===== src/hw/rtl/semaphore_table_unit_top_assert.svh =====
// Assertion helpers for the semaphore table RTL.
// Both macros expect signals named clk and arst_n in the module that uses them.
`ifndef SEMAPHORE_TABLE_UNIT_TOP_ASSERT_SVH
`define SEMAPHORE_TABLE_UNIT_TOP_ASSERT_SVH

// A property checked at every clock edge outside reset.
`define STU_ASSERT(lbl, prop, msg) \
	lbl: assert property (@(posedge clk) disable iff (!arst_n) (prop)) else $error(msg);

// A condition in one cycle that implies another condition in the next cycle.
`define STU_ASSERT_NEXT(lbl, pre, post, msg) \
	lbl: assert property (@(posedge clk) disable iff (!arst_n) (pre) |=> (post)) \
		else $error(msg);

`endif


===== src/hw/rtl/stu_pkg.sv =====
`default_nettype none
package stu_pkg;

	localparam int unsigned NUM_SEMS_DEF = 16;
	localparam int unsigned ID_W = 6;
	localparam int unsigned CNT_W = 8;
	localparam int unsigned STATUS_W = 2;
	localparam int unsigned FIFO_DEPTH = 2;
	localparam logic [CNT_W-1:0] COUNT_LIMIT_RST = 8'd255;
	localparam logic [CNT_W-1:0] BINARY_MAX = 8'd1;

	typedef enum logic [1:0] {
		OP_CREATE  = 2'd0,
		OP_WAIT    = 2'd1,
		OP_POST    = 2'd2,
		OP_DESTROY = 2'd3
	} op_t;

	typedef enum logic [STATUS_W-1:0] {
		ST_OK    = 2'd0,
		ST_ERR   = 2'd1,
		ST_BLOCK = 2'd2
	} status_t;

	// A request after classification in the front end.
	typedef struct packed {
		op_t              op;
		logic             sem_kind;
		logic [ID_W-1:0]  sem_id;
		logic [CNT_W-1:0] init;
		logic             id_ok;
		logic             init_ok;
	} stu_req_t;

endpackage
`default_nettype wire


===== src/hw/rtl/stu_ram.sv =====
`default_nettype none
module stu_ram #(
	parameter int unsigned WIDTH = 8,
	parameter int unsigned DEPTH = 32
) (
	input  wire logic                     clk,
	input  wire logic                     we,
	input  wire logic [$clog2(DEPTH)-1:0] waddr,
	input  wire logic [WIDTH-1:0]         wdata,
	input  wire logic                     re,
	input  wire logic [$clog2(DEPTH)-1:0] raddr,
	output logic      [WIDTH-1:0]         rdata
);

	logic [WIDTH-1:0] mem_q [DEPTH];

	always_ff @(posedge clk) begin
		if (we) begin
			mem_q[waddr] <= wdata;
		end
		if (re) begin
			rdata <= mem_q[raddr];
		end
	end

endmodule
`default_nettype wire


===== src/hw/rtl/stu_fifo.sv =====
`default_nettype none
module stu_fifo (
	input  wire logic              clk,
	input  wire logic              arst_n,
	input  wire logic              push,
	input  wire stu_pkg::stu_req_t push_req,
	output logic                   full,
	input  wire logic              pop,
	output logic                   valid,
	output stu_pkg::stu_req_t      pop_req
);
	import stu_pkg::*;

	localparam int unsigned AW = (FIFO_DEPTH > 1) ? $clog2(FIFO_DEPTH) : 1;
	localparam logic [AW:0] DEPTH_C = (AW + 1)'(FIFO_DEPTH);
	localparam logic [AW-1:0] LAST_C = AW'(FIFO_DEPTH - 1);

	stu_req_t        entry_q [FIFO_DEPTH];
	logic [AW-1:0]   wr_ptr_q;
	logic [AW-1:0]   rd_ptr_q;
	logic [AW:0]     count_q;

	assign full = (count_q == DEPTH_C);
	assign valid = (count_q != '0);
	assign pop_req = entry_q[rd_ptr_q];

	always_ff @(posedge clk or negedge arst_n) begin
		if (!arst_n) begin
			wr_ptr_q <= '0;
			rd_ptr_q <= '0;
			count_q <= '0;
		end else begin
			if (push) begin
				wr_ptr_q <= (wr_ptr_q == LAST_C) ? '0 : AW'(wr_ptr_q + 1'b1);
			end
			if (pop) begin
				rd_ptr_q <= (rd_ptr_q == LAST_C) ? '0 : AW'(rd_ptr_q + 1'b1);
			end
			if (push && !pop) begin
				count_q <= (AW + 1)'(count_q + 1'b1);
			end else if (pop && !push) begin
				count_q <= (AW + 1)'(count_q - 1'b1);
			end
		end
	end

	always_ff @(posedge clk) begin
		if (push) begin
			entry_q[wr_ptr_q] <= push_req;
		end
	end

endmodule
`default_nettype wire


===== src/hw/rtl/stu_front.sv =====
`default_nettype none
module stu_front #(
	parameter int unsigned NUM_SEMS = stu_pkg::NUM_SEMS_DEF
) (
	input  wire logic                       clk,
	input  wire logic                       arst_n,
	input  wire logic [stu_pkg::CNT_W-1:0]  count_limit,
	input  wire logic                       in_valid,
	output logic                            in_stall,
	input  wire logic [1:0]                 operation,
	input  wire logic                       sem_kind,
	input  wire logic [stu_pkg::ID_W-1:0]   sem_id,
	input  wire logic [stu_pkg::CNT_W-1:0]  initial_count,
	output logic                            push,
	output stu_pkg::stu_req_t               push_req,
	input  wire logic                       full
);
	import stu_pkg::*;

	localparam logic [ID_W:0] NUM_SEMS_C = (ID_W + 1)'(NUM_SEMS);

	logic     fr_valid_s1;
	stu_req_t fr_req_s1;
	stu_req_t req_cls;
	logic     accept;

	// Range and initial count checks are settled here, so the back end only
	// looks at the tables.
	always_comb begin
		req_cls.op = op_t'(operation);
		req_cls.sem_kind = sem_kind;
		req_cls.sem_id = sem_id;
		req_cls.init = initial_count;
		req_cls.id_ok = ({1'b0, sem_id} < NUM_SEMS_C);
		req_cls.init_ok = sem_kind ? (initial_count <= count_limit)
		                           : (initial_count <= BINARY_MAX);
	end

	assign in_stall = fr_valid_s1 && full;
	assign accept = in_valid && !in_stall;
	assign push = fr_valid_s1 && !full;
	assign push_req = fr_req_s1;

	always_ff @(posedge clk or negedge arst_n) begin
		if (!arst_n) begin
			fr_valid_s1 <= 1'b0;
		end else if (accept) begin
			fr_valid_s1 <= 1'b1;
		end else if (push) begin
			fr_valid_s1 <= 1'b0;
		end
	end

	always_ff @(posedge clk) begin
		if (accept) begin
			fr_req_s1 <= req_cls;
		end
	end

endmodule
`default_nettype wire


===== src/hw/rtl/stu_back.sv =====
`default_nettype none
`include "semaphore_table_unit_top_assert.svh"
module stu_back #(
	parameter int unsigned NUM_SEMS = stu_pkg::NUM_SEMS_DEF
) (
	input  wire logic                         clk,
	input  wire logic                         arst_n,
	input  wire logic [stu_pkg::CNT_W-1:0]    count_limit,
	input  wire logic                         q_valid,
	input  wire stu_pkg::stu_req_t            q_req,
	output logic                              q_pop,
	output logic                              out_valid,
	input  wire logic                         out_stall,
	output logic [stu_pkg::STATUS_W-1:0]      status,
	output logic [stu_pkg::ID_W-1:0]          allocated_index
);
	import stu_pkg::*;

	localparam int unsigned IDX_W = (NUM_SEMS > 1) ? $clog2(NUM_SEMS) : 1;
	localparam int unsigned ADDR_W = IDX_W + 1;
	localparam int unsigned RAM_DEPTH = 1 << ADDR_W;

	logic [NUM_SEMS-1:0] bin_used_q;
	logic [NUM_SEMS-1:0] cnt_used_q;

	logic             bk_valid_s1;
	stu_req_t         bk_req_s1;
	logic             byp_s1;
	logic [CNT_W-1:0] byp_data_s1;

	logic             out_valid_q;
	status_t          status_q;
	logic [ID_W-1:0]  index_q;

	logic [ADDR_W-1:0] raddr;
	logic [CNT_W-1:0]  ram_rdata;
	logic              ram_we;

	logic [IDX_W-1:0]    idx_s1;
	logic [NUM_SEMS-1:0] sel_used;
	logic                ent_ok;
	logic                free_found;
	logic [IDX_W-1:0]    free_idx;
	logic [CNT_W-1:0]    val;
	logic                adv;

	status_t           st;
	logic [ID_W-1:0]   idx_out;
	logic              we;
	logic [ADDR_W-1:0] waddr;
	logic [CNT_W-1:0]  wdata;
	logic              set_en;
	logic              clr_en;
	logic [IDX_W-1:0]  flag_idx;

	assign adv = bk_valid_s1 && (!out_valid_q || !out_stall);
	assign q_pop = q_valid && (!bk_valid_s1 || adv);
	assign raddr = {q_req.sem_kind, q_req.sem_id[IDX_W-1:0]};
	assign ram_we = adv && we;

	stu_ram #(
		.WIDTH(CNT_W),
		.DEPTH(RAM_DEPTH)
	) u_vals (
		.clk  (clk),
		.we   (ram_we),
		.waddr(waddr),
		.wdata(wdata),
		.re   (q_pop),
		.raddr(raddr),
		.rdata(ram_rdata)
	);

	assign idx_s1 = bk_req_s1.sem_id[IDX_W-1:0];
	assign sel_used = bk_req_s1.sem_kind ? cnt_used_q : bin_used_q;
	assign ent_ok = bk_req_s1.id_ok && sel_used[idx_s1];
	assign val = byp_s1 ? byp_data_s1 : ram_rdata;

	// Lowest free entry of the addressed table.
	always_comb begin
		free_found = 1'b0;
		free_idx = '0;
		for (int i = NUM_SEMS - 1; i >= 0; i--) begin
			if (!sel_used[i]) begin
				free_found = 1'b1;
				free_idx = IDX_W'(i);
			end
		end
	end

	always_comb begin
		st = ST_ERR;
		idx_out = '0;
		we = 1'b0;
		waddr = {bk_req_s1.sem_kind, idx_s1};
		wdata = val;
		set_en = 1'b0;
		clr_en = 1'b0;
		flag_idx = idx_s1;
		unique case (bk_req_s1.op)
			OP_CREATE: begin
				if (bk_req_s1.init_ok && free_found) begin
					st = ST_OK;
					idx_out = ID_W'(free_idx);
					we = 1'b1;
					waddr = {bk_req_s1.sem_kind, free_idx};
					wdata = bk_req_s1.init;
					set_en = 1'b1;
					flag_idx = free_idx;
				end
			end
			OP_WAIT: begin
				if (ent_ok) begin
					if (val != '0) begin
						st = ST_OK;
						we = 1'b1;
						wdata = CNT_W'(val - 1'b1);
					end else begin
						st = ST_BLOCK;
					end
				end
			end
			OP_POST: begin
				if (ent_ok) begin
					if (!bk_req_s1.sem_kind) begin
						st = ST_OK;
						we = 1'b1;
						wdata = BINARY_MAX;
					end else if (val < count_limit) begin
						st = ST_OK;
						we = 1'b1;
						wdata = CNT_W'(val + 1'b1);
					end
				end
			end
			OP_DESTROY: begin
				if (ent_ok) begin
					st = ST_OK;
					clr_en = 1'b1;
				end
			end
			default: begin
			end
		endcase
	end

	always_ff @(posedge clk or negedge arst_n) begin
		if (!arst_n) begin
			bin_used_q <= '0;
			cnt_used_q <= '0;
			bk_valid_s1 <= 1'b0;
			out_valid_q <= 1'b0;
		end else begin
			if (adv && set_en) begin
				if (bk_req_s1.sem_kind) begin
					cnt_used_q[flag_idx] <= 1'b1;
				end else begin
					bin_used_q[flag_idx] <= 1'b1;
				end
			end
			if (adv && clr_en) begin
				if (bk_req_s1.sem_kind) begin
					cnt_used_q[flag_idx] <= 1'b0;
				end else begin
					bin_used_q[flag_idx] <= 1'b0;
				end
			end
			if (q_pop) begin
				bk_valid_s1 <= 1'b1;
			end else if (adv) begin
				bk_valid_s1 <= 1'b0;
			end
			if (adv) begin
				out_valid_q <= 1'b1;
			end else if (!out_stall) begin
				out_valid_q <= 1'b0;
			end
		end
	end

	// A value written in the same cycle as the next read of that entry is
	// forwarded, since the memory returns the old contents.
	always_ff @(posedge clk) begin
		if (q_pop) begin
			bk_req_s1 <= q_req;
			byp_s1 <= ram_we && (waddr == raddr);
			byp_data_s1 <= wdata;
		end
		if (adv) begin
			status_q <= st;
			index_q <= idx_out;
		end
	end

	assign out_valid = out_valid_q;
	assign status = status_q;
	assign allocated_index = index_q;

	`STU_ASSERT_NEXT(a_create_adds_one, adv && set_en, $countones({cnt_used_q, bin_used_q}) == $past($countones({cnt_used_q, bin_used_q})) + 1, "create did not take exactly one entry")
	`STU_ASSERT_NEXT(a_destroy_frees_one, adv && clr_en, $countones({cnt_used_q, bin_used_q}) + 1 == $past($countones({cnt_used_q, bin_used_q})), "destroy did not free exactly one entry")
	`STU_ASSERT_NEXT(a_flags_hold, !adv, $stable({cnt_used_q, bin_used_q}), "in-use flags changed without a request")
	`STU_ASSERT(a_index_zero_on_fail, out_valid_q && (status_q != ST_OK) |-> (index_q == '0), "index reported on a failed request")

endmodule
`default_nettype wire


===== src/hw/rtl/semaphore_table_unit_top.sv =====
// Semaphore table unit: a binary and a counting semaphore table of NUM_SEMS
// entries each, driven one request per transfer and answering with exactly one
// result transfer per request, in order. A request passes an input register
// that classifies it (range and initial count checks), a two-entry queue, and
// an execute stage that reads the entry's count from a small memory, applies
// create, wait, post or destroy, and loads the output register. The unit
// sustains one request per cycle while out_stall stays low; the execute
// stage, which reads, updates and writes one entry per cycle with forwarding
// between neighboring requests, sets that figure. Both tables are empty after
// reset with no clearing pass, because the in-use flags live in flip-flops.
// count_limit may be written only while the unit is idle.
`default_nettype none
module semaphore_table_unit_top #(
	parameter int unsigned NUM_SEMS = stu_pkg::NUM_SEMS_DEF
) (
	input  wire logic                         clk,
	input  wire logic                         arst_n,
	input  wire logic                         count_limit_wr_en,
	input  wire logic [stu_pkg::CNT_W-1:0]    count_limit_wr_data,
	input  wire logic                         in_valid,
	output logic                              in_stall,
	input  wire logic [1:0]                   operation,
	input  wire logic                         sem_kind,
	input  wire logic [stu_pkg::ID_W-1:0]     sem_id,
	input  wire logic [stu_pkg::CNT_W-1:0]    initial_count,
	output logic                              out_valid,
	input  wire logic                         out_stall,
	output logic [stu_pkg::STATUS_W-1:0]      status,
	output logic [stu_pkg::ID_W-1:0]          allocated_index
);
	import stu_pkg::*;

	// The configured limit feeds the create check in the front end and the
	// post check in the back end.
	logic [CNT_W-1:0] count_limit_q;

	logic     push;
	stu_req_t push_req;
	logic     q_full;
	logic     q_pop;
	logic     q_valid;
	stu_req_t q_req;

	always_ff @(posedge clk or negedge arst_n) begin
		if (!arst_n) begin
			count_limit_q <= COUNT_LIMIT_RST;
		end else if (count_limit_wr_en) begin
			count_limit_q <= count_limit_wr_data;
		end
	end

	// The front end takes a request transfer whenever its register is empty
	// or moving into the queue.
	stu_front #(
		.NUM_SEMS(NUM_SEMS)
	) u_front (
		.clk          (clk),
		.arst_n       (arst_n),
		.count_limit  (count_limit_q),
		.in_valid     (in_valid),
		.in_stall     (in_stall),
		.operation    (operation),
		.sem_kind     (sem_kind),
		.sem_id       (sem_id),
		.initial_count(initial_count),
		.push         (push),
		.push_req     (push_req),
		.full         (q_full)
	);

	// The queue lets the front end keep accepting while results back up.
	stu_fifo u_queue (
		.clk     (clk),
		.arst_n  (arst_n),
		.push    (push),
		.push_req(push_req),
		.full    (q_full),
		.pop     (q_pop),
		.valid   (q_valid),
		.pop_req (q_req)
	);

	// The back end owns both tables and the result register.
	stu_back #(
		.NUM_SEMS(NUM_SEMS)
	) u_back (
		.clk            (clk),
		.arst_n         (arst_n),
		.count_limit    (count_limit_q),
		.q_valid        (q_valid),
		.q_req          (q_req),
		.q_pop          (q_pop),
		.out_valid      (out_valid),
		.out_stall      (out_stall),
		.status         (status),
		.allocated_index(allocated_index)
	);

endmodule
`default_nettype wire


===== config.mk =====
export PLATFORM = sky130hd
export DESIGN_NAME = semaphore_table_unit_top
export DESIGN_NICKNAME = d
export VERILOG_FILES = /design/src/hw/rtl/stu_pkg.sv /design/src/hw/rtl/stu_ram.sv /design/src/hw/rtl/stu_fifo.sv /design/src/hw/rtl/stu_front.sv /design/src/hw/rtl/stu_back.sv /design/src/hw/rtl/semaphore_table_unit_top.sv
export VERILOG_INCLUDE_DIRS = /design/src /design/src/hw/rtl
export SDC_FILE = /design/constraint.sdc
export NUM_CORES = 1
export LEC_CHECK = 0
export BUFFER_PORTS_ARGS = -buffer_cell sky130_fd_sc_hd__buf_4
export CORE_MARGIN = 10
export CORE_UTILIZATION = 65
export CTS_BUF_LIST = sky130_fd_sc_hd__clkbuf_2
export CTS_CLUSTER_SIZE = 16
export DETAILED_ROUTE_END_ITERATION = 6
export HOLD_SLACK_MARGIN = 0.03
export PLACE_DENSITY_LB_ADDON = 0.2
export SLEW_MARGIN = 10
export SYNTH_ARGS = -nofsm -noshare
export SYNTH_HDL_FRONTEND = slang
export SYNTH_HIERARCHICAL = 1
export SYNTH_SLANG_ARGS = --single-unit
export TNS_END_PERCENT = 30

===== constraint.sdc =====
create_clock -name clk -period 4.5 [get_ports clk]
set_input_delay 0.675 -clock clk [delete_from_list [all_inputs] [get_ports clk]]
set_output_delay 0.675 -clock clk [all_outputs]
set_load 0.1 [all_outputs]

After elaboration in Yosys (flattened, before gate mapping)
Memories as Yosys holds them, arrays and structs flattened. A register that Yosys moved wholly into a read port is not among the register bits.
Index checks and enable logic that the tools add are counted.
W data, S select, Z words.

storage, ports and cells
  input bits = 30
  output and inout bits = 10
  bits in writable memories = 294
  flip-flop bits (word level) = 100
  memories = 2
  logic and storage cells = 172

cells by class
  equality and inequality tests = 6
  bitwise gates (word level) = 5
  reductions and logical operators = 30
  $add $sub $neg = 6
  multiplexer cells = 90
  order comparisons = 7

memories
  name                 depth  bits a word  read ports  clocked after Yosys merged registers in  write ports  RTL line        RTL
  u_back.u_vals.mem_q  32     8            1           1                                        1            stu_ram.sv:15   logic [WIDTH-1:0] mem_q [DEPTH];
  u_queue.entry_q      2      19           1           0                                        1            stu_fifo.sv:18  stu_req_t entry_q [FIFO_DEPTH];

operator list
  cell                   number
  $mux W16               9
  $mux W4                20
  $mux W8                7
  $mux W1                44
  $and A16 B16 Y16       2
  $or A16 B16 Y16        2
  $pmux W8 S3            1
  $not A16 Y16           1
  $logic_and A1 B1 Y1    14
  $lt A4 B5 Y1 const B   2
  $mux W2                5
  $add A8 B1 Y8 const B  1
  $le A8 B1 Y1 const B   1
  $le A8 B8 Y1           1
  $lt A8 B8 Y1           1
  $pmux W2 S4            1
  $reduce_bool A2 Y1     4
  $reduce_bool A8 Y1     1
  $sub A8 B1 Y8 const B  1
  $logic_not A1 Y1       7
  $eq A2 B2 Y1 const B   3
  $lt A6 B5 Y1 const B   1
  $eq A5 B5 Y1           1
  $bmux W1 S4            1
  other kinds (11)       13

Logic depth before layout (Yosys ltp)
Gate-level depths: netlist (run 1).

  depth in word-level cells = 30
  gate-level depth with buffers = 13
  gate-level depth less buffers = 11

Cells and area by module
The synthesis (run 1) kept the hierarchy.

by module, submodules not included
  module                    cells an instance  area each (µm²)  times used  seq. area each (µm²)
  stu_ram                   417                10133.5          1           7927.6
  stu_back                  492                4820.9           1           1811.7
  stu_fifo                  75                 1640.3           1           1241.2
  stu_front                 57                 865.8            1           595.6
  semaphore_table_unit_top  17                 341.6            1           210.2

Worst setup path before layout (run 1)
No wires, ideal clock.

  kind = register to register
  from = register u_back.byp_s1
  to = register u_back.byp_data_s1[5] (data pin)
  slack = 0.607 ns
  path buffers = 1
  library setup time = 0.393 ns
  data required time = 4.107 ns
  stages on the path, launching flop included = 12
  clock period less this slack = 3.893 ns
  arrival time = 3.500 ns
  path through = edfxtp_1 buf_2 mux2i_1 inv_1 ha_1 nor3_1 o21ai_0 a22oi_1 and3_1 nand4_1 a21oi_1 a2bb2oi_1

between the ends
  cells in the longest elaborated chain, start to end = 6
  elaborated cells on any way between the ends = 12
  classes of those cells = add/sub: 2; order compare: 1; mux: 8; reduce/logical: 1

RTL lines
  item                                                  RTL line                          RTL
  start: declaration                                    stu_back.sv:28                    logic byp_s1;
  start signal: assignment                              stu_back.sv:186                   byp_s1 <= ram_we && (waddr == raddr);
  $mux W8 *                                             stu_back.sv:77                    assign val = byp_s1 ? byp_data_s1 : ram_rdata;
  $add A8 B1 Y8 / $lt A8 B8 Y1 (equally long branches)  stu_back.sv:132, stu_back.sv:129
  $mux W8                                               stu_back.sv:129                   end else if (val < count_limit) begin
  $mux W8                                               stu_back.sv:125                   if (!bk_req_s1.sem_kind) begin
  $mux W8                                               stu_back.sv:124                   if (ent_ok) begin
  $pmux W8 S3 *                                         stu_back.sv:100                   unique case (bk_req_s1.op)
  via u_back.wdata[5]                                   stu_back.sv:51                    logic [CNT_W-1:0] wdata;
  end signal: assignment                                stu_back.sv:187                   byp_data_s1 <= wdata;
  end: declaration                                      stu_back.sv:29                    logic [CNT_W-1:0] byp_data_s1;

The timed path passes the listed nets; every way through them passes the cells marked *.
A chain may end at the register's enable or synchronous reset.

Final worst setup path (run 1)
  from = register u_back.byp_s1
  to = memory u_back.u_vals.mem_q[28][4] (enable)

between the ends
  cells in the longest elaborated chain, start to end = 9
  elaborated cells on any way between the ends = 12
  classes of those cells = order compare: 1; mux: 9; reduce/logical: 2

RTL lines
  item                             RTL line         RTL
  $mux W8 *                        stu_back.sv:77
  $lt A8 B8 Y1                     stu_back.sv:129
  $mux W1                          stu_back.sv:129
  $mux W1                          stu_back.sv:125
  $mux W1                          stu_back.sv:124
  $pmux W1 S3 *                    stu_back.sv:100
  $logic_and A1 B1 Y1 *            stu_back.sv:59   assign ram_we = adv && we;
  via u_back.ram_we                stu_back.sv:37   logic ram_we;
  $mux W1 *                        stu_ram.sv:18    if (we) begin
  $mux W1 (not written as such) *  stu_ram.sv:19    mem_q[waddr] <= wdata;
  end: declaration                 stu_ram.sv:15

Marks and branches as above.

==> results of run 1 <==
[metrics by stage]
stage / cells / worst slack [ns] / power (mW) / utilization, % / area, um^2
6_report: 1642 / 0.283 / 14.4 / 73.5 / 19700
5_1_grt: 1642 / 0.0279 / 15.1 / 73.5 / 19700
4_1_cts: 1641 / 0.321 / 14.4 / 73.5 / 19700
3_5_place_dp: 1441 / 0.405 / 12.0 / 69.0 / 18500
3_3_place_gp: 1441 / 0.533 / 11.9 / 69.0 / 18500
2_1_floorplan: 1051 / 0.607 / 9.99 / - / 17600
[metal layers]
metal  global-route usage (%)  wire, um
met1                     33.2     16500
met2                     37.7     19500
met3                     5.59      3200
met5                        0         0
met4                     7.60       662
[power groups by stage]
| stage | Sequential [mW] | Clock, mW | Combinational (mW) |
|---|---|---|---|
| 2_1_floorplan | 5.99 | 0 | 4.00 |
| 3_3_place_gp | 5.92 | 0 | 5.96 |
| 3_5_place_dp | 5.94 | 0 | 6.04 |
| 4_1_cts | 5.86 | 2.44 | 6.07 |
| 5_1_grt | 5.92 | 2.64 | 6.58 |
| 6_report | 5.87 | 2.37 | 6.12 |
[flip-flops by register name, summed over array words and instances (netlist names), 4 cells and up]
register and count:
u_back/u_vals/mem_q 256, u_queue/entry_q 34, u_back/bk_req_s1 17, u_front/push_req 17, u_back/bin_used_q 16, u_back/cnt_used_q 16
count_limit_q 8, u_back/byp_data_s1 8, u_back/u_vals/rdata 8, u_back/allocated_index 4
[worst min-delay path by stage]
stage                         startpoint                     end  cells after the start
global route           count_limit_wr_en        count_limit_q[2]                      2
detailed placement   u_front/push_req[7]   u_queue/entry_q[0][7]                      0
CTS                    count_limit_wr_en        count_limit_q[5]                      2
global placement    u_front/push_req[16]  u_queue/entry_q[0][16]                      0
finish                 count_limit_wr_en        count_limit_q[5]                      2
floorplan                         arst_n    u_back/bin_used_q[0]                      0
[cell usage in the layout (no fill, tap or decap), types with 6 or more instances in the layout]
master         count
clkinv_2           8
a21oi_1           12
dlygate4sd3_1     28
xor2_1             6
o22ai_1            6
nand3b_1          14
clkinv_1          24
ha_1              23
nor2b_1           11
o21ai_0           25
edfxtp_1         347
nor2_1            51
nand2_1           33
and2_1            11
nand4_1           15
nand2b_1          15
mux2i_1           15
dfstp_2            8
mux4_2            81
buf_4             97
inv_1             42
mux2_2            10
o21ai_1           11
nand3_1           24
and3_1             8
mux2_4            25
nor3_1            14
o31ai_1           33
clkbuf_2         134
o211ai_1          12
dfrtp_1           39
[what timing repair did]
| action | 4_1_cts | 5_1_grt |
|---|---|---|
| setup endpoints to repair | 0 | 2 |
| resized for setup | 0 | 1 |
| hold endpoints to repair | 67 | 0 |
| hold buffers | 28 | 0 |
[layout make-up]
class	instances	share of cell area, %
Inverter	46	0.877
Sequential cell	394	58.9
Clock buffer	134	3.41
Antenna cell	1	0.0127
Tap cell	341	2.17
Clock inverter	38	1.26
Multi-Input combinational cell	561	28.0
Timing Repair Buffer	127	5.32
[critical path: cells and delay by family, from the launching register on]
| family | cells | cell delay (ns) |
|---|---|---|
| adders and majority gates | 1 | 0.33 |
| DFF | 1 | 0.74 |
| muxes | 1 | 0.40 |
| buffers and inverters | 2 | 0.38 |
| AOI/OAI and AO/OA | 5 | 1.14 |
| and+or+nand+nor | 3 | 0.88 |
==> metrics.cfg, run 1 <==
[outcome]
status = completed

[clocking]
cts_max_path_buffers = 3
cts_tree = built
cts.sinks = 394
clk_latency_ns = 0.90
cts.reportedPaths.clkPinSlew_ns = 0.12
post_cts_buffers = 0
cts_max_level = 3
numCtsBuffers = 93
root_buffer = clkbuf_2

[drt]
first_pass_iters = 7
drt-total-wl_mm = 39.8
via_per_inst = 6.37
avgRoutedWirePerCell_um = 24.3
antenna_left = 0
drc = 0
drt-initial-drc-count = 1135
via_count = 10456

[worst_setup_path]
path_cells = mux2i_1 > inv_1 > ha_1 > a21oi_1 > o21ai_0 > a22o_1 > nand2_1 > o21ai_0 > o32ai_4 > or3b_2 > nor2_1 > buf_4
crit_fanout = 12
cp-start-kind = flip-flop
cp_slowest_cell = edfxtp_1
crit_start = u_back/byp_s1
cp-end-kind = flip-flop
cp.arrival_ns = 4.76
r2r_slack_ns = 0.28
ff2ff_path_depth = 12
cp.required_ns = 5.04
reg2reg_to = u_back/u_vals/mem_q[28][4]
max_stage_delay_ns = 0.74
worst_path_most_repeated_cell = o21ai_0
critical_path_class = flip-flop to flip-flop
r2r_start = u_back/byp_s1
endpoint = u_back/u_vals/mem_q[28][4]

[timing]
rsz0062_at_grt = no
whs_ns = 0.139
fin_skew_ns = 0.0893
period_share_pct = 93.7
finalSetupViolations = 0
post-route-min-period_ns = 4.22
tightest_slew_ns = 0.991
setup_tns_ns = 0
max_freq_mhz = 237
slew_headroom_pct = 33.9
drv_slew = 0
final_hold_viol_count = 0

[placement]
routabilityCongestion = 0.893
dp_hpwl_mm = 25.2
port_buffers = 37

[die]
die_h_um = 185
num_rows = 60
fp.dieW_um = 185
io_pins = 40
core_area_um2 = 26800
fp.dieArea_um2 = 34000
start_util_pct = 65.6

[power_and_ir_drop]
irDropWorstVdd_uv = 404
clock_power_share_pct = 16.5
p_comb_share_pct = 42.6
p_per_area_nw_per_um2 = 729
p_switching_mw = 5.72
leakage_nw = 7.08
p_int_mw = 8.64
pwr-share-seq_pct = 40.9
power.share.switching_pct = 39.8

[global_routing]
grt.total_usage_pct = 24.1
grt_pass1_wl_mm = 62.3
antenna_found_initial = 1
grt_pass1_vias = 10733
grt.overflow.total = 0
grt_max_degree = 68

[logic_synthesis]
syn_area_per_cell_um2 = 16.8
ys_warn_count = 6
syn_inst = 1050
syn_area_um2 = 17600

[layout]
seq_area_um2 = 11600
multi_input_area_um2 = 5520
n_fill_cell = 1636
syn2layout_area_growth_pct = 11.9
drive_gt1_share_pct = 31.7
fin_nets = 1276

[min_path]
hold_class = input port to flip-flop

[flow_run]
drv_cap = 0

(Power assumes the default switching activity.)
==> run 2, diff against run 1 <==
- CORE_UTILIZATION: 65 -> 55
==> metrics.cfg, run 2 (synthesis gave the netlist of run 1 again) <==
[placement]
dp.cells = 1503  ; +4.3%
dp_hpwl_mm = 25.9  ; +2.7%
routabilityCongestion = 0.961  ; +7.5%
pre_cts_slack_ns = 0.440  ; +0.0349 ns
port_buffers = 37  ; unchanged
dpl_cell_area_um2 = 18600  ; +0.66%

[global_routing]
grt_max_degree = 49  ; -28%
grt.overflow.total = 0  ; unchanged
antenna_found_initial = 1  ; unchanged
grt_pass1_wl_mm = 62.6  ; +0.51%
grt_pass1_vias = 10492  ; -2.2%
grt.total_usage_pct = 21.0  ; -3.2 points

[layout]
seq_area_um2 = 11600  ; unchanged
utilization_pct = 62.6  ; -11 points
fin_nets = 1280  ; +0.31%
drive_gt1_share_pct = 31.9  ; +0.18 points
largest_reg_flops = 256  ; unchanged
fin_area_um2 = 19800  ; +0.36%
final_common_cell = edfxtp_1
top_register = u_back/u_vals/mem_q
final_cell_mix = edfxtp_1, clkbuf_2, buf_4, mux4_2, nor2_1
largestRegisters = u_back/u_vals/mem_q x256, u_queue/entry_q x34
n_fill_cell = 2316  ; +42%
stdcell_count = 1705  ; +3.8%
syn2layout_area_growth_pct = 12.3
multi_input_area_um2 = 5510  ; about the same

[timing]
final_hold_viol_count = 0  ; unchanged
max_freq_mhz = 240  ; +1.1%
period_share_pct = 92.7  ; -1.0 points
slew_headroom_pct = 41.4  ; +7.4 points
tightest_slew_ns = 0.880  ; -0.112 ns
finalSetupViolations = 0  ; unchanged
setup_tns_ns = 0  ; unchanged
setup_ws_ns = 0.330  ; +0.0469 ns
fin_skew_ns = 0.115  ; +0.0258 ns
drv_slew = 0  ; unchanged
post-route-min-period_ns = 4.17  ; -0.0469 ns
rsz0062_at_grt = no

[worst_setup_path]
cp_slowest_cell = edfxtp_1
worst_path_most_repeated_cell = o21ai_0
cp-start-kind = flip-flop
critical_path_class = flip-flop to flip-flop
path_delay_family = compound AO/OA/AOI/OAI gates
cp.arrival_ns = 4.79  ; +0.03 ns
max_stage_delay_ns = 0.73  ; about the same
cp.required_ns = 5.12  ; +0.08 ns
crit_fanout = 12  ; unchanged
crit_buf_inv = 2  ; unchanged
r2r_slack_ns = 0.33  ; +0.05 ns
path_cells = mux2i_1 > inv_1 > ha_1 > a21oi_1 > o21ai_0 > a22o_1 > nand2_1 > o21ai_0 > o32ai_4 > or3b_2 > nor2_1 > buf_4
cp-end-kind = flip-flop

[power_and_ir_drop]
irDropWorstVdd_uv = 409  ; +1.2%
leakage_nw = 7.10  ; +0.27%
clock_power_share_pct = 16.1  ; -0.4 points
power.share.switching_pct = 40.0  ; +0.15 points
pwr-share-seq_pct = 41.0  ; about the same
p_switching_mw = 5.75  ; +0.51%
p_per_area_nw_per_um2 = 728  ; -0.23%
p_int_mw = 8.63  ; -0.13%
p_comb_share_pct = 42.9  ; +0.3 points

[clocking]
clk_latency_ns = 0.96  ; +0.06 ns
cts_resized = 0  ; unchanged
cts_tree = built
cts_max_path_buffers = 3  ; unchanged
cts.reportedPaths.clkPinSlew_ns = 0.11  ; about the same
cts_max_level = 3  ; unchanged
cts.sinks = 394  ; unchanged
postCtsHoldBufs = 28  ; unchanged
root_buffer = clkbuf_2
post_cts_buffers = 0  ; unchanged
numCtsBuffers = 96  ; +3.2%

[drt]
drt-initial-drc-count = 881  ; -22%
avgRoutedWirePerCell_um = 23.8  ; -1.8%
drt-total-wl_mm = 40.6  ; +2.0%
first_pass_iters = 5  ; -2
via_count = 10398  ; -0.55%
drc = 0  ; unchanged
via_per_inst = 6.10  ; -4.2%
antenna_left = 0  ; unchanged

[die]
start_util_pct = 55.7  ; -9.9 points
core_area_um2 = 31600  ; +18%
num_rows = 65  ; +8.3%
io_pins = 40  ; unchanged
die_h_um = 199  ; +7.8%
fp.dieW_um = 199  ; +7.8%
fp.dieArea_um2 = 39500  ; +16%

[flow_run]
drv_cap = 0  ; unchanged

[min_path]
hold_class = input port to flip-flop

[outcome]
status = completed

run 2: area by class of cell:
class                   instances  share of cell area [%]
clock inverters                32                   0.848
multi-input cells             561                    27.9
diodes                          1                  0.0127
flip-flops and latches        394                    58.7
clock buffers                 141                    3.57
well taps                     402                    2.54
repair buffers                128                    5.53
inverters                      46                   0.874
run 2: path summary, 6_finish.rpt:
path,start,end,cells after the start
max reg2reg,u_back/byp_s1,u_back/u_vals/mem_q[12][7],12
max in group asynchronous,arst_n,u_back/bin_used_q[7],2
min,count_limit_wr_en,count_limit_q[5],2
max,u_back/byp_s1,u_back/u_vals/mem_q[12][7],12
min in group asynchronous,arst_n,u_back/bin_used_q[13],2
min reg2reg,u_front/push_req[1],u_queue/entry_q[1][1],0
run 2: power by group through the flow:
stage	clock network (mW)	logic (mW)	registers [mW]
after CTS	2.41	6.18	5.89
after floorplan	0	4.00	5.99
after global routing	2.60	6.63	5.95
after global placement	0	6.08	5.96
final	2.31	6.17	5.90
after detailed placement	0	6.15	5.97
run 2: stage by stage:
stage | total power, mW | hold slack [ns]
2_1_floorplan | 9.99 | 0.379
3_5_place_dp | 12.1 | 0.435
3_3_place_gp | 12.0 | 0.425
6_report | 14.4 | 0.141
4_1_cts | 14.5 | 0.0384
5_1_grt | 15.2 | 0.0601
run 2: layer usage:
metal / up-vias / part of all wire [%] / global-route usage (%)
li1: 4626 / - / -
met1: 5260 / 43 / 29.6
met2: 442 / 48 / 32.1
met3: 70 / 7.1 / 4.14
met4: 0 / 2.1 / 7.04
met5: - / 0 / 0
==> run 3, diff against run 2 <==
- CELL_PAD_IN_SITES_DETAIL_PLACEMENT: default -> 0
- CELL_PAD_IN_SITES_GLOBAL_PLACEMENT: default -> 1
- SKIP_CTS_REPAIR_TIMING: default -> 1
==> metrics.cfg, run 3 (synthesis gave the netlist of run 1 again) <==
[outcome]
status = completed

[power_and_ir_drop]
leakage_nw = 7.14  ; +0.52%
p_comb_share_pct = 43.0  ; about the same
p_switching_mw = 5.77  ; +0.31%
clock_power_share_pct = 16.3  ; +0.2 points
pwr-share-seq_pct = 40.6  ; -0.4 points
p_per_area_nw_per_um2 = 729  ; +0.13%
p_int_mw = 8.69  ; +0.71%
power.share.switching_pct = 39.9  ; -0.096 points
power.total_mw = 14.5  ; +0.55%
irDropWorstVdd_uv = 405  ; -0.92%

[worst_setup_path]
cp-start-kind = flip-flop
max_stage_delay_ns = 0.63  ; -0.10 ns
worst_path_most_repeated_cell = o21ai_0
cp-end-kind = flip-flop
path_cells = mux2i_1 > inv_1 > ha_1 > a21oi_1 > o21ai_0 > a22o_1 > nand2_1 > o21ai_0 > o32ai_4 > or3b_2 > nor2_1 > buf_4
r2r_start = u_back/byp_s1
crit_fanout = 8  ; -4
cp.required_ns = 5.14  ; +0.02 ns
critical_path_class = flip-flop to flip-flop
reg2reg_to = u_back/u_vals/mem_q[16][3]
path_delay_family = compound AO/OA/AOI/OAI gates
ff2ff_path_depth = 12  ; unchanged
cp_slowest_cell = or3b_2
r2r_slack_ns = 0.45  ; +0.12 ns
crit_buf_inv = 2  ; unchanged
cp.arrival_ns = 4.70  ; -0.09 ns

[placement]
dpl_cell_area_um2 = 18600  ; -0.15%
routabilityCongestion = 0.921  ; -4.1%
pre_cts_slack_ns = 0.548  ; +0.108 ns
port_buffers = 37  ; unchanged
dp_hpwl_mm = 26.1  ; +0.70%

[layout]
fin_nets = 1285  ; +0.39%
fin_area_um2 = 19800  ; +0.42%
largestRegisters = u_back/u_vals/mem_q x256, u_queue/entry_q x34
final_cell_mix = edfxtp_1, clkbuf_2, buf_4, mux4_2, nor2_1
largest_reg_flops = 256  ; unchanged
drive_gt1_share_pct = 32.1  ; +0.21 points
n_fill_cell = 2334  ; +0.78%
final_common_cell = edfxtp_1
top_register = u_back/u_vals/mem_q
syn2layout_area_growth_pct = 12.8

[drt]
wl_met3_mm = 2.84  ; -1.8%
drc = 0  ; unchanged
drt-initial-drc-count = 969  ; +10%
top_layer_used = met4
antenna_left = 0  ; unchanged
via_per_inst = 6.07  ; -0.49%
wl_met1_mm = 18.0  ; +3.8%
wl_met2_mm = 18.9  ; -3.1%
first_pass_iters = 5  ; unchanged
via_count = 10396  ; -0.019%
avgRoutedWirePerCell_um = 23.6  ; -1.1%
drt-total-wl_mm = 40.4  ; -0.59%

[die]
start_util_pct = 55.7  ; unchanged
core_area_um2 = 31600  ; unchanged
die_h_um = 199  ; unchanged
fp.dieW_um = 199  ; unchanged
num_rows = 65  ; unchanged
fp.dieArea_um2 = 39500  ; unchanged
io_pins = 40  ; unchanged

[clocking]
cts_tree = built
cts_max_path_buffers = 3  ; unchanged
cts_max_level = 3  ; unchanged
cts.reportedPaths.clkPinSlew_ns = 0.11  ; about the same
numCtsBuffers = 97  ; +1.0%
clk_latency_ns = 1.00  ; +0.04 ns
root_buffer = clkbuf_2
cts.sinks = 394  ; unchanged

[timing]
drv_slew = 0  ; unchanged
setup_ws_ns = 0.445  ; +0.116 ns
tightest_slew_ns = 1.03  ; +0.153 ns
final_hold_viol_count = 0  ; unchanged
max_freq_mhz = 247  ; +2.8%
fin_skew_ns = 0.0859  ; -0.0292 ns
period_share_pct = 90.1  ; -2.6 points
finalSetupViolations = 0  ; unchanged
slew_headroom_pct = 31.1  ; -10 points
setup_tns_ns = 0  ; unchanged
rsz0062_at_grt = no
post-route-min-period_ns = 4.05  ; -0.116 ns

[min_path]
hold_class = input port to async pin

[global_routing]
antenna_found_initial = 2  ; +1
grt.overflow.total = 0  ; unchanged
grt.total_usage_pct = 20.7  ; -0.30 points
grt_pass1_vias = 10258  ; -2.2%
grt_pass1_wl_mm = 61.6  ; -1.6%
grt_max_degree = 68  ; +39%

[flow_run]
drv_cap = 0  ; unchanged

run 3: how the worst max path moves through the flow:
stage,cells after the start,slack [ns],to,start
global placement,12,0.57,u_back/u_vals/mem_q[28][2],u_back/byp_s1
global route,12,0.07,u_back/u_vals/mem_q[2][3],u_back/byp_s1
detailed placement,10,0.55,u_back/u_vals/mem_q[28][3],u_back/bk_req_s1[16]
floorplan,11,0.61,u_back/byp_data_s1[5],u_back/byp_s1
CTS,12,0.43,u_back/u_vals/mem_q[22][5],u_back/byp_s1
finish,12,0.45,u_back/u_vals/mem_q[16][3],u_back/byp_s1
run 3: power groups by stage:
| stage | sequential, mW | combinational (mW) | clock [mW] |
|---|---|---|---|
| CTS | 5.87 | 6.19 | 2.45 |
| detailed placement | 5.95 | 6.19 | 0 |
| global placement | 5.94 | 6.12 | 0 |
| finish | 5.88 | 6.22 | 2.36 |
| floorplan | 5.99 | 4.00 | 0 |
| global route | 5.93 | 6.69 | 2.63 |
run 3: metal layers:
layer  up-vias  GRT usage, %
li1       4646             -
met2       433          30.8
met4         0          6.24
met5         -             0
met1      5266          29.7
met3        51          4.90
run 3: per-stage QoR:
step                instances  util, %  hold WS (ns)
finish                   1713     62.9         0.261
global route             1713     62.9         0.230
detailed placement       1499     58.9         0.430
global placement         1499     58.9         0.423
CTS                      1675     61.7        -0.409
floorplan                1051        -         0.379
run 3: area by class of cell:
type / count / area, um^2 / share of cell area (%)
Clock inverter: 27 / 156 / 0.788
Sequential cell: 394 / 11600 / 58.5
Timing Repair Buffer: 132 / 1140 / 5.76
Antenna cell: 2 / 5.00 / 0.0252
Multi-Input combinational cell: 561 / 5510 / 27.8
Tap cell: 402 / 503 / 2.53
Inverter: 46 / 173 / 0.870
Clock buffer: 149 / 746 / 3.76
